**config.mk**
```make
export PLATFORM = sky130hd
export DESIGN_NAME = lobs_cell
export DESIGN_NICKNAME = d
export VERILOG_FILES = /design/src/hw/rtl/assert_macros.svh /design/src/hw/rtl/lobs_pkg.sv /design/src/hw/rtl/lobs_cell.sv
export SDC_FILE = /design/constraint.sdc
export NUM_CORES = 1
export LEC_CHECK = 0
export BUFFER_PORTS_ARGS = -buffer_cell sky130_fd_sc_hd__buf_2
export CORE_AREA = 2 2 175 177
export DETAILED_ROUTE_END_ITERATION = 7
export DIE_AREA = 0 0 177 179
export HOLD_SLACK_MARGIN = 0.1
export PLACE_DENSITY = 0.67
export SKIP_LAST_GASP = 1
export SLEW_MARGIN = 20
export SYNTH_ARGS = -nofsm -noshare
export SYNTH_HDL_FRONTEND = slang
export SYNTH_SLANG_ARGS = --single-unit
```
**constraint.sdc**
```tcl
create_clock -name clock -period 2.93 [get_ports clock]
set_input_delay 0.586 -clock clock [delete_from_list [all_inputs] [get_ports clock]]
set_output_delay 0.586 -clock clock [all_outputs]
set_load 0.02 [all_outputs]
```
**src/hw/rtl/assert_macros.svh**
```systemverilog
// ----------------------------------------------------------------------------
// Assertion macros
// Shared concurrent assertion macros for the RTL of the bordered square finder.
// ----------------------------------------------------------------------------
`ifndef ASSERT_MACROS_SVH
`define ASSERT_MACROS_SVH

`ifndef SYNTHESIS
`define ASSERT_HOLDS(label, clk, rst, expr) \
   label: assert property (@(posedge clk) disable iff (rst) (expr)) \
      else $error("assertion failed");
`define ASSERT_IMPLIES(label, clk, rst, ante, cons) \
   label: assert property (@(posedge clk) disable iff (rst) (ante) |-> (cons)) \
      else $error("assertion failed");
`else
`define ASSERT_HOLDS(label, clk, rst, expr)
`define ASSERT_IMPLIES(label, clk, rst, ante, cons)
`endif

`endif

```
**src/hw/rtl/lobs_pkg.sv**
```systemverilog
// ----------------------------------------------------------------------------
// Bordered square finder package
// Types and constants shared by the cell chain and the top level.
// ----------------------------------------------------------------------------
package lobs_pkg;

   localparam int ROW_W   = 64;
   localparam int DIM_W   = 7;
   localparam int CELLS_W = 13;

   localparam logic CSR_GRID_ROWS = 1'b0;
   localparam logic CSR_GRID_COLS = 1'b1;

   typedef enum logic [1:0] {
      ST_LOAD,
      ST_SEARCH,
      ST_DRAIN,
      ST_DONE
   } state_type;

   typedef struct packed {
      logic clear;
      logic load;
      logic step;
   } cell_ctrl_type;

   typedef struct packed {
      logic [ROW_W-1:0] bot;
      logic [ROW_W-1:0] vert;
      logic [ROW_W-1:0] rgt;
   } link_type;

endpackage

```
**src/hw/rtl/lobs_cell.sv**
```systemverilog
// ----------------------------------------------------------------------------
// Grid row cell
// Holds one grid row and its horizontal, vertical, bottom and right-edge spans
// for the current side, stepping them one side length per cycle in a search.
// ----------------------------------------------------------------------------
module lobs_cell (
   input  logic                        clock,
   input  lobs_pkg::cell_ctrl_type     ctrl,
   input  logic [lobs_pkg::ROW_W-1:0]  row_bits,
   input  lobs_pkg::link_type          link_in,
   output lobs_pkg::link_type          link_out,
   output logic                        hit
);
   import lobs_pkg::*;

   logic [ROW_W-1:0] w_ff;
   logic [ROW_W-1:0] b_ff;
   logic [ROW_W-1:0] v_ff;
   logic [ROW_W-1:0] r_ff;
   logic             hit_ff;
   logic [ROW_W-1:0] rv_in;

   // Right-edge span of this row combined with that of the row below; shifted by
   // one column it becomes the right-edge span for the next square side.
   assign rv_in = r_ff & link_in.rgt;

   always_ff @(posedge clock) begin
      if (ctrl.clear) begin
         w_ff <= '0;
         b_ff <= '0;
         v_ff <= '0;
         r_ff <= '0;
      end else if (ctrl.load) begin
         w_ff <= row_bits;
         b_ff <= row_bits;
         v_ff <= row_bits;
         r_ff <= row_bits;
      end else if (ctrl.step) begin
         w_ff   <= w_ff & (w_ff >> 1);
         b_ff   <= link_in.bot & (link_in.bot >> 1);
         v_ff   <= v_ff & link_in.vert;
         r_ff   <= rv_in >> 1;
      end
      if (ctrl.step) begin
         hit_ff <= |(w_ff & b_ff & v_ff & r_ff);
      end
   end

   assign link_out.bot  = b_ff;
   assign link_out.vert = v_ff;
   assign link_out.rgt  = r_ff;
   assign hit           = hit_ff;

endmodule

```
==> results by stage, run 1 <==
Run status:
- The run finished with clean final reports.

Timing:
- Setup repair after global routing left no endpoint under its margin.
- The count of endpoints failing hold in the final timing report was 0.
- The post-route clock period utilization is 61.0%.
- The final count of pins violating max slew is 0.
- For the final database, setup skew stands at 0.00867 ns.
- For the pin with the worst max-slew slack, the measured transition is 0.685 ns.
- The fmax is 560 MHz.
- The remaining max-slew budget at the tightest pin is 54.3%.
- Setup violations remaining at the end of the flow were counted as 0.
- The worst path needs 1.79 ns of the cycle, external delays included.
- The final sum of negative setup slack is 0 ns.

GRT:
- Entering global routing, the biggest net connects 123 pins.
- Summed over all layers, the global routing overflow is 0.
- In the global route stage, overall resource usage came out at 24.5%.
- The number of antenna violations at the first check in global routing is 3.
- The number of global-route vias before repair came to 11100.
- The first-pass GRT wire length is 60900 microns.

Job:
- The number of maximum-capacitance constraint violations is 0.

Critical path:
- The cell class contributing the biggest share of worst-path delay is flip-flops.
- The cell count of the worst reg-to-reg path is 4.
- On the worst path, the slowest cell contributes a delay of 0.45 ns.
- The worst setup path is captured at a primary output.
- The critical register-to-register path endpoint is hit$_DFFE_PP_.
- The setup check on the worst reg-to-reg path leaves a slack of 1.29 ns.
- Traced cell by cell, the critical path runs through buf_2.
- The highest fanout seen on the critical path is 4.
- The cell type of the slowest stage on the worst timing path is dfxtp_1.
- The worst setup path is launched from a register.
- The total buffers and inverters traversed by the critical path is 1.
- The critical path class is reg -> out.
- The data required time of the critical path is 2.34 ns.
- The data arrival time of the worst path is 1.20 ns.
- In this run the critical register-to-register path is launched from r_ff[20]$_SDFFE_PP0P_.
- The critical path starts at r_ff[14]$_SDFFE_PP0P_.

Clock tree:
- The maximum level of the CTS H-tree is 1.
- The CTS tree is yes.
- Clock-pin slew was measured on the worst setup and hold paths at 0.06 ns.
- The clock tree buffer depth is 3.
- At the later pin of the worst-skew pair, clock insertion delay measures 0.54 ns.
- The number of cells upsized or downsized after cts is 0.
- The number of clock sinks is 255.
- Hold repair after CTS inserted 0 buffers.
- The tree is rooted in a clkbuf_16.
- The number of buffers added for setup after CTS is 0.
- The total clock buffers created by CTS is 28.

Floorplan:
- For this configuration, the core starts out at a cell density of 39.6%.
- The x dimension of the die is 177 microns.
- The standard-cell row count is 64.
- The area of the die is 31700 sq um.
- The core region area is 30000 sq um.
- 453 I/O pins were placed.
- The overall die height is 179 microns.

Power and ir drop:
- The maximum VDD drop is 0.393 mV.
- The internal portion of the total power is 6.40 mW.
- The net switching power of the design is 2.48 mW.
- The sequential group share of total power is 44.0%.
- The switching fraction of total power is 27.9%.
- The total power per unit cell area is 578 nW/um^2.
- In this run the static leakage power is 7.04 nW.
- The sum of internal, switching and leakage power is 8.88 mW.
- The clock network is responsible for 40.1% of the overall power.
- Combinational logic burns 15.9% of the power.

Min path:
- The startpoint identified for the worst hold timing path is row_bits[63].
- For hold timing, the worst endpoint is w_ff[63]$_SDFFE_PP0P_.
- The worst hold path belongs to the class in -> reg.
- The number of instances on the worst hold path is 3.

Detailed routing:
- Before antenna repair, the detailed router went through 5 iterations.
- The average routed wire per standard cell is 17.5 microns.
- For this run, design rule violations remaining after detail routing come to 0.
- After detailed routing, the met2 layer carries 19800 microns of wire.
- In this run the remaining antenna-violating nets after routing total 0.
- The detailed router's first-iteration violation count is 740.
- Using the TritonRoute via totals, the vias-per-cell ratio works out to 5.15.
- The routed metal-1 wirelength is 17700 microns.
- The total number of vias is 12100.
- Summed over all layers, the routed wires come to 41000 microns.
- Signal routing reaches up to met4.
- The routed design uses 2310 microns of met3 wire.

Yosys:
- Each instance of the synthesized netlist takes up on average 7.80 sq um.
- The synthesized design devotes to its leading area cell type 42.7% of total area.
- The mapped netlist covers 11900 sq um.
- Counting flops and latches in the post-synthesis netlist gives 255.
- The synthesized netlist cell count is 1525.
- The number of synthesis warnings is 0.
- By area the synthesized netlist is led by dfxtp_1, a21oi_1, nand3b_1, o21a_1, nand2b_1.
- The synthesized design spends more area on one cell type than any other, namely dfxtp_1.
- Summing the sequential cell areas from Yosys gives 43.0% of the chip area.
- The net count after synthesis is 1785.
- The synthesized netlist contains 16 unique library cells.

Final layout:
- The share of post-route cells with drive strength above 1 is 26.9%.
- The number of nets at the end of the flow is 2182.
- Relative to the synthesized area, the layout overhead comes to 29.2%.
- The filler cell count is 2947.
- For this run, the number of standard cells in the final layout without fillers is 2341.

Placed design:
- The placer's final routability congestion estimate is 0.902.
- The number of port buffers is 451.
- The detailed-placement wirelength estimate is 31400 microns.
- The number of placed instances, taps included is 2288.
==> flip-flops by register name, summed over array words and instances, names as in the netlist <==
signal	cells
w_ff	64
r_ff	63
hit	1
v_ff	64
b_ff	63
==> final cells by class <==
type	instances	area, sq um	share of cell area, %
tap	396	495	3.22
timing repair buffer	474	2560	16.6
clock buffer	41	861	5.60
inverter	63	236	1.54
clock inverter	11	96.3	0.627
sequential	255	5110	33.3
multi-input combinational	1100	6000	39.1
antenna	1	2.50	0.0163
==> how the worst max path moves through the flow <==
stage                             to  slack, ns  cells after the start
3_5_place_dp   r_ff[19]$_SDFFE_PP0P_       1.05                      4
3_3_place_gp    r_ff[2]$_SDFFE_PP0P_       1.08                      4
2_1_floorplan  r_ff[13]$_SDFFE_PP0P_       1.54                      6
5_1_grt                 link_out[14]       1.09                      1
4_1_cts                 link_out[14]       1.11                      1
6_report                link_out[14]       1.14                      1
==> kinds of logic after synthesis <==
logic type             synth area share, %
buffers and inverters                 6.53
AO/OA/AOI/OAI                         21.3
flip-flops                            43.0
AND/OR/NAND/NOR                       29.2
==> per-layer routing <==
layer  vias up  global-route usage [%]
met5         -                       0
met4         0                    7.33
met3        58                    3.73
met2       390                    41.9
met1      5580                    31.8
li1       6023                       -
==> Yosys cell counts (all sizes together) <==
cell / n
a21oi: 317
dfxtp: 254
nand2: 192
nand2b: 127
nand3b: 127
nor2: 127
o21a: 126
nand4: 80
buf: 65
inv: 63
clkbuf: 42
nor4: 4
edfxtp: 1
==> power groups by stage <==
| stage | logic (mW) | registers, mW | clock network [mW] |
|---|---|---|---|
| 3_3_place_gp | 1.39 | 3.97 | 0 |
| 3_5_place_dp | 1.41 | 3.98 | 0 |
| 2_1_floorplan | 0.668 | 4.13 | 0 |
| 4_1_cts | 1.41 | 3.90 | 3.64 |
| 6_report | 1.41 | 3.91 | 3.56 |
| 5_1_grt | 1.55 | 3.93 | 3.77 |
==> layout by cell type, fill, tap and decap left out, types with 4 or more instances in the layout <==
master,instances
buf_2,448
a21oi_1,317
dfxtp_1,254
nand2_1,192
nand2b_1,127
nand3b_1,127
nor2_1,127
o21a_1,126
nand4_1,80
inv_1,63
clkbuf_16,29
buf_4,15
clkbuf_8,9
buf_12,8
clkinv_2,6
nor4_1,4
==> metrics by stage <==
step / worst slack [ns] / area [sq um] / util (%) / hold WS [ns]
2_1_floorplan: 1.54 / 11900 / - / 0.464
3_3_place_gp: 1.08 / 14400 / 48.0 / 0.484
3_5_place_dp: 1.05 / 14400 / 48.0 / 0.486
4_1_cts: 1.11 / 15400 / 51.2 / 0.304
5_1_grt: 1.09 / 15400 / 51.2 / 0.325
6_report: 1.14 / 15400 / 51.2 / 0.331
No activity file was read; power rests on OpenSTA's default activity.
==> run 2, diff against run 1 <==
Settings changed: CORE_AREA 2 2 175 177 to 2 2 176 178, DIE_AREA 0 0 177 179 to 0 0 178 180, PLACE_DENSITY 0.67 to 0.69.
Clock period 2.93 ns to 1.5 ns, I/O delays scaled along.
==> run 2 against run 1 <==
  * The run now ends with negative setup slack left
  * Final cell count up 5.1%
  * Sequential share of layout area fell by 2.4 points
  * Core utilization up 3.9 points
  * Clock skew increased by 0.0021 ns
  * Total power rose by 100%
  * Global-route usage rose by 1.8 points
  * Critical path type is now reg -> reg
==> results by stage, run 2 (same netlist as run 1, synthesis figures left out) <==
Timing:
- Derived from the worst setup path, the maximum achievable clock frequency is 664 MHz.
- The final count of pins violating max slew was 0 (unchanged).
- The remaining max-slew budget at the tightest pin was 75.9% (+22 points).
- The count of endpoints failing hold in the final timing report is 0 (unchanged).
- Setup repair after global routing could not meet its margin everywhere.
- The transition at the pin with the smallest max-transition slack is 0.361 ns (-0.324 ns).
- Counting I/O delays and the setup requirement, the final critical path takes 1.51 ns.
- The smallest setup slack after layout was -0.00570 ns (-1.15 ns).
- The final sum of negative setup slack is -0.00570 ns (-0.00570 ns).
- The worst clock skew is 0.0107 ns (+0.00208 ns).
- The post-route clock period utilization is 100%.
- The final setup violation count is 1 (+1).

Critical path:
- STA classifies the critical path startpoint as a register.
- The cell count of the worst reg-to-reg path is 4 (unchanged).
- The launch point of the worst reg-to-reg path is v_ff[59]$_SDFFE_PP0P_.
- The startpoint of the worst setup timing path is v_ff[59]$_SDFFE_PP0P_.
- The timing endpoint of the critical path is hit$_DFFE_PP_.
- The data required time of the critical path is 1.77 ns (-0.57 ns).
- The critical path class is reg -> reg.
- STA classifies the critical path endpoint as a register.
- The data arrival time of the worst path is 1.78 ns (+0.58 ns).
- The critical register-to-register path endpoint is hit$_DFFE_PP_.
- The highest fanout seen on the critical path came to 3 (-1).
- The setup slack of the most critical reg-to-reg path is -0.006 ns (-1.30 ns).

GRT:
- The number of global-route vias before repair is 12200 (+9.4%).
- The residual overflow from global routing is 0 (unchanged).
- The pin count of the biggest net entering global routing was 66 (-46%).
- The first-pass GRT wire length is 66400 microns (+9.0%).
- The total routing resource utilization after global routing is 26.3% (+1.8 points).
- The number of antenna violations at the first check in global routing is 7 (+4).

Placed design:
- The placer's final routability congestion estimate is 0.918 (+1.8%).
- The number of placed instances, taps included is 2337 (+2.1%).
- The number of port buffers was 451 (unchanged).
- The detailed-placement wirelength estimate is 33500 microns (+6.7%).

Power and ir drop:
- The reported leakage power is 7.63 nW (+8.4%).
- The internal power contribution is 13.1 mW (+100%).
- The maximum VDD drop is 0.878 mV (+120%).
- The total power per unit cell area is 1090 nW/um^2 (+88%).
- The sum of internal, switching and leakage power was 18.1 mW (+100%).
- The switching fraction of total power came to 27.5% (-0.44 points).
- The power share of the clock group is 40.5% (+0.4 points).
- The net switching power of the design is 4.96 mW (+100%).
- The proportion of power drawn by combinational gates is 17.6% (+1.7 points).
- The sequential group share of total power is 41.8% (-2.2 points).

Final layout:
- The non-filler instance count after layout is 2460 (+5.1%).
- The multi-input combinational cell area was 6020 sq um (+0.21%).
- The footprint of the flip-flops and latches was 5120 sq um (+0.17%).
- The share of post-route cells with drive strength above 1 is 28.2% (+1.3 points).
- The number of nets at the end of the flow is 2299 (+5.4%).
- The largest registers in the layout are v_ff: 64 flops, w_ff: 64 flops.
- The filler cell count is 2833 (-3.9%).
- Leaving out fill and tap cells, the most frequent cell in the layout is buf_2.
- The final core area utilization is 55.0% (+3.9 points).
- In the layout the commonest cells are buf_2, a21oi_1, dfxtp_1.
- The layout overhead on the synthesized area is 39.7%.

Clock tree:
- The post-CTS clock slew at the launch and capture registers of the worst setup and hold paths was 0.06 ns (about the same).
- The cell at the root of the clock tree is clkbuf_16.
- The CTS tree is yes.
- The total clock buffers created by CTS is 28 (unchanged).
- The clock tree buffer depth is 3 (unchanged).
- The clock latency of the later-clocked register in the worst-skew pair is 0.54 ns (about the same).
- The number of clock sinks came to 255 (unchanged).
- The maximum level of the CTS H-tree is 1 (unchanged).

Detailed routing:
- The average routed wire per standard cell is 17.9 microns (+2.2%).
- The detailed-routing iteration count for the pre-antenna-repair pass is 5 (unchanged).
- In this run the top signal layer used is met5.
- The number of remaining DRC errors came to 0 (unchanged).
- The routed metal-1 wirelength came to 17800 microns (+0.72%).
- The detailed route wirelength on metal2 is 21700 microns (+9.7%).
- The post-detailed-route count of antenna-violating nets is 0 (unchanged).
- The total number of vias came to 12600 (+4.9%).
- The detailed router's first-iteration violation count is 672 (-9.2%).
- The total routed wirelength is 44000 microns (+7.4%).
- The routed length on met3 came to 3420 microns (+48%).
- The via density per instance is 5.14 (-0.13%).

Job:
- The number of maximum-capacitance constraint violations was 0 (unchanged).

Floorplan:
- The standard-cell row count is 64 (unchanged).
- The starting utilization of the core area was 39.4% (-0.21 points).
- The x dimension of the die was 178 microns (+0.56%).
- The number of top-level design ports is 453 (unchanged).
- The core region area is 30200 sq um (+0.53%).
- The overall die height is 180 microns (+0.56%).
- The area of the die is 32000 sq um (+1.1%).

Run status:
- The final reports fail on negative setup slack.
- The run finished, with violations left.

Min path:
- The worst hold path class is in -> reg.
-- run 2: what timing repair did --
action / in CTS / in global routing
pin swaps: 0 / 4
setup endpoints to repair: 7 / 26
resized for setup: 8 / 31
setup buffers: 0 / 2
hold endpoints to repair: 147 / 0
hold buffers: 66 / 0
-- run 2: per-layer routing --
metal  vias up  track usage (%)
li1       6252                -
met1      5861             31.4
met2       459             47.2
met3        73             6.26
met4         2             5.80
met5         -                0
-- run 2: critical path: stages (launching register included) --
cell	delay, ns
dfxtp_2	0.34
nand4_1	0.23
nand4_1	0.19
nor4_2	0.37
nand4_1	0.11
-- run 2: per-stage QoR --
step | worst slack, ns | instance area (sq um) | hold slack, ns
2_1_floorplan | 0.293 | 11900 | 0.412
3_3_place_gp | -0.103 | 14800 | 0.480
3_5_place_dp | -0.111 | 14800 | 0.484
4_1_cts | -0.00672 | 16500 | 0.114
5_1_grt | -0.0963 | 16600 | 0.150
6_report | -0.00570 | 16600 | 0.148
-- run 2: power groups by stage --
stage	clock network (mW)	logic, mW	registers (mW)
2_1_floorplan	0	1.30	8.08
3_3_place_gp	0	2.97	7.67
3_5_place_dp	0	3.00	7.70
4_1_cts	7.49	3.15	7.55
5_1_grt	7.74	3.48	7.61
6_report	7.33	3.19	7.56
-- run 2: cell type report --
| type | instances | share of cell area, % |
|---|---|---|
| diodes | 4 | 0.0602 |
| clock buffers | 39 | 4.96 |
| clock inverters | 12 | 0.979 |
| inverters | 63 | 1.42 |
| multi-input cells | 1100 | 36.2 |
| flip-flops and latches | 255 | 30.8 |
| well taps | 396 | 2.98 |
| repair buffers | 591 | 22.6 |
-- run 2: worst min-delay path by stage --
stage,startpoint,to,cells after the start
6_report,link_in[41],r_ff[40]$_SDFFE_PP0P_,4
5_1_grt,link_in[38],r_ff[37]$_SDFFE_PP0P_,4
4_1_cts,link_in[45],r_ff[44]$_SDFFE_PP0P_,4
3_5_place_dp,w_ff[53]$_SDFFE_PP0P_,w_ff[53]$_SDFFE_PP0P_,2
3_3_place_gp,w_ff[0]$_SDFFE_PP0P_,w_ff[0]$_SDFFE_PP0P_,2
2_1_floorplan,ctrl[0],hit$_DFFE_PP_,0
==> run 3, diff against run 2 <==
Settings changed: SKIP_LAST_GASP 1 to default.
==> run 3 against run 2 <==
  * The flow now finishes without violations
  * Clock power about the same
  * Via count about the same
  * Critical path type is now reg -> out
  * Setup slack improved by 0.039 ns
  * Non-clock buffer count decreased by 2
  * Count of clock-buffer cells in the layout unchanged
  * Combinational power about the same
  * Register-to-register slack improved by 0.06 ns
==> results by stage, run 3 (same netlist as run 1, synthesis figures left out) <==
Critical path:
- The depth of the critical timing path with buffers and inverters included came to 1 (-3).
- Traced cell by cell, the critical path runs through buf_2.
- Broken down by cell family, the worst path's largest delay share belongs to flip-flops.
- The largest individual stage delay along the critical path comes from the cell dfxtp_1.
- The setup slack of the most critical reg-to-reg path is 0.05 ns (+0.06 ns).
- The delay of the slowest cell on the worst path is 0.38 ns (about the same).
- The critical path class is reg -> out.
- The startpoint identified for the worst register-to-register timing path is b_ff[8]$_SDFFE_PP0P_.
- Tracing the worst setup path back leads to its startpoint at v_ff[48]$_SDFFE_PP0P_.
- The data required time of the critical path came to 1.20 ns (-0.57 ns).
- The worst setup path is captured at a primary output.
- The cell count of the worst reg-to-reg path is 4 (unchanged).
- STA classifies the critical path startpoint as a register.
- The total buffers and inverters traversed by the critical path was 1 (+1).
- The highest fanout seen on the critical path was 3 (unchanged).
- The data arrival time of the worst path is 1.17 ns (-0.61 ns).

Clock tree:
- The post-CTS clock slew at the launch and capture registers of the worst setup and hold paths came to 0.06 ns (about the same).
- The cell at the root of the clock tree is clkbuf_16.
- The maximum level of the CTS H-tree is 1 (unchanged).
- TritonCTS built the clock tree.
- The total clock buffers created by CTS is 28 (unchanged).
- The number of clock sinks was 255 (unchanged).
- The clock tree buffer depth came to 3 (unchanged).
- The clock latency of the later-clocked register in the worst-skew pair is 0.54 ns (about the same).

Timing:
- The post-route clock period utilization came to 97.8% (-2.6 points).
- The count of endpoints failing hold in the final timing report is 0 (unchanged).
- The fmax is 682 MHz (+2.7%).
- The final sum of negative setup slack came to 0 ns (+0.00570 ns).
- The smallest setup slack after layout is 0.0337 ns (+0.0394 ns).
- The worst slack on hold paths came to 0.148 ns (+0.000729 ns).
- The worst clock skew is 0.0117 ns (+0.000920 ns).
- The final count of pins violating max slew is 0 (unchanged).
- The remaining max-slew budget at the tightest pin was 76.0% (about the same).
- The minimum clock period after layout is 1.47 ns (-0.0394 ns).
- Setup repair after global routing could not meet its margin everywhere.
- The final setup violation count came to 0 (-1).
- The transition at the pin with the smallest max-transition slack was 0.360 ns (-0.000837 ns).

Floorplan:
- The overall die height is 180 microns (unchanged).
- The number of top-level design ports was 453 (unchanged).
- The area of the die is 32000 sq um (unchanged).
- The starting utilization of the core area is 39.4% (unchanged).
- The standard-cell row count is 64 (unchanged).
- The core region area is 30200 sq um (unchanged).
- The x dimension of the die is 178 microns (unchanged).

Detailed routing:
- The total number of vias is 12600 (-0.024%).
- The average routed wire per standard cell is 17.9 microns (-0.13%).
- The via density per instance is 5.14 (about the same).
- The total routed wirelength was 43900 microns (-0.21%).
- The detailed-routing iteration count for the pre-antenna-repair pass is 7 (+2).
- The detailed router's first-iteration violation count is 699 (+4.0%).
- The post-detailed-route count of antenna-violating nets is 0 (unchanged).
- The number of remaining DRC errors came to 0 (unchanged).

GRT:
- The total routing resource utilization after global routing came to 26.3% (about the same).
- The number of antenna violations at the first check in global routing was 7 (unchanged).
- The residual overflow from global routing is 0 (unchanged).
- The first-pass GRT wire length was 66400 microns (about the same).
- The number of global-route vias before repair is 12200 (unchanged).
- The pin count of the biggest net entering global routing is 66 (unchanged).

Final layout:
- Leaving out fill and tap cells, the most frequent cell in the layout is buf_2.
- The number of nets at the end of the flow is 2297 (-0.087%).
- The largest registers in the layout are v_ff: 64 flops, w_ff: 64 flops.
- In the layout the commonest cells are buf_2, a21oi_1, dfxtp_1.
- The share of post-route cells with drive strength above 1 is 28.1% (-0.070 points).
- The layout overhead on the synthesized area was 39.6% (about the same).
- The filler cell count is 2831 (-0.071%).
- The non-filler instance count after layout is 2458 (-0.081%).

Min path:
- The number of instances on the worst hold path is 4 (unchanged).
- The worst hold path class is in -> reg.
- The worst min-delay path startpoint is link_in[41].

Placed design:
- The placer's final routability congestion estimate is 0.918 (unchanged).
- The number of placed instances, taps included is 2337 (unchanged).
- The number of port buffers was 451 (unchanged).
- The detailed-placement wirelength estimate is 33500 microns (unchanged).
- The post-placement setup slack came to -0.111 ns (unchanged).

Power and ir drop:
- The sum of internal, switching and leakage power is 18.1 mW (about the same).
- The net switching power of the design is 4.96 mW (about the same).
- The switching fraction of total power was 27.5% (about the same).
- The total power per unit cell area is 1090 nW/um^2 (about the same).
- The power share of the clock group came to 40.6% (about the same).
- The sequential group share of total power is 41.8% (about the same).
- The proportion of power drawn by combinational gates is 17.6% (about the same).
- The internal power contribution is 13.1 mW (about the same).
- The maximum VDD drop is 0.878 mV (about the same).
- The reported leakage power is 7.63 nW (about the same).

Job:
- The number of maximum-capacitance constraint violations is 0 (unchanged).

Run status:
- The run finished with clean final reports.
-- run 3: changes by cell type in the layout (fill, tap and decap cells not counted), sizes merged --
cell  change
buf       -2
-- run 3: through the flow --
| step | util (%) | cell area [sq um] |
|---|---|---|
| 2_1_floorplan | - | 11900 |
| 3_3_place_gp | 49.2 | 14800 |
| 3_5_place_dp | 49.2 | 14800 |
| 4_1_cts | 54.8 | 16500 |
| 5_1_grt | 55.0 | 16600 |
| 6_report | 55.0 | 16600 |
-- run 3: layout make-up --
type                    count  area (sq um)  share of cell area, %
flip-flops and latches    255          5120                   30.8
clock inverters            12           163                  0.979
well taps                 396           495                   2.98
diodes                      4          10.0                 0.0603
multi-input cells        1100          6020                   36.3
clock buffers              39           823                   4.96
inverters                  63           236                   1.42
repair buffers            589          3730                   22.5
-- run 3: routing by layer --
metal  track usage, %  vias to the layer above  part of all wire [%]
met5                0                        -                 0.027
met3             6.26                       71                   7.5
met1             31.4                     5857                    41
met2             47.2                      470                    50
met4             5.80                        2                   2.2
li1                 -                     6244                     -
-- run 3: what timing repair did --
action	4_1_cts	5_1_grt
pin swaps	0	2
hold endpoints to repair	147	0
resized for setup	9	31
setup buffers	0	0
setup endpoints to repair	7	26
hold buffers	66	0
-- run 3: worst reg2reg max path, cell delays in order, from the launching register on --
cell and delay (ns):
dfxtp_2 0.32, nand4_1 0.22, nand4_1 0.21, nor4_4 0.34, nand4_1 0.11
-- run 3: worst paths after layout --
kind	to
hold reg to reg	w_ff[7]$_SDFFE_PP0P_
setup / recovery	link_out[112]
hold / removal	r_ff[40]$_SDFFE_PP0P_
setup reg to reg	hit$_DFFE_PP_
-- run 3: power groups by stage --
stage	sequential, mW	combinational [mW]	clock, mW
final	7.56	3.18	7.33
after global routing	7.61	3.47	7.74
after CTS	7.55	3.15	7.49
after detailed placement	7.70	3.00	0
after global placement	7.67	2.97	0
after floorplan	8.08	1.30	0
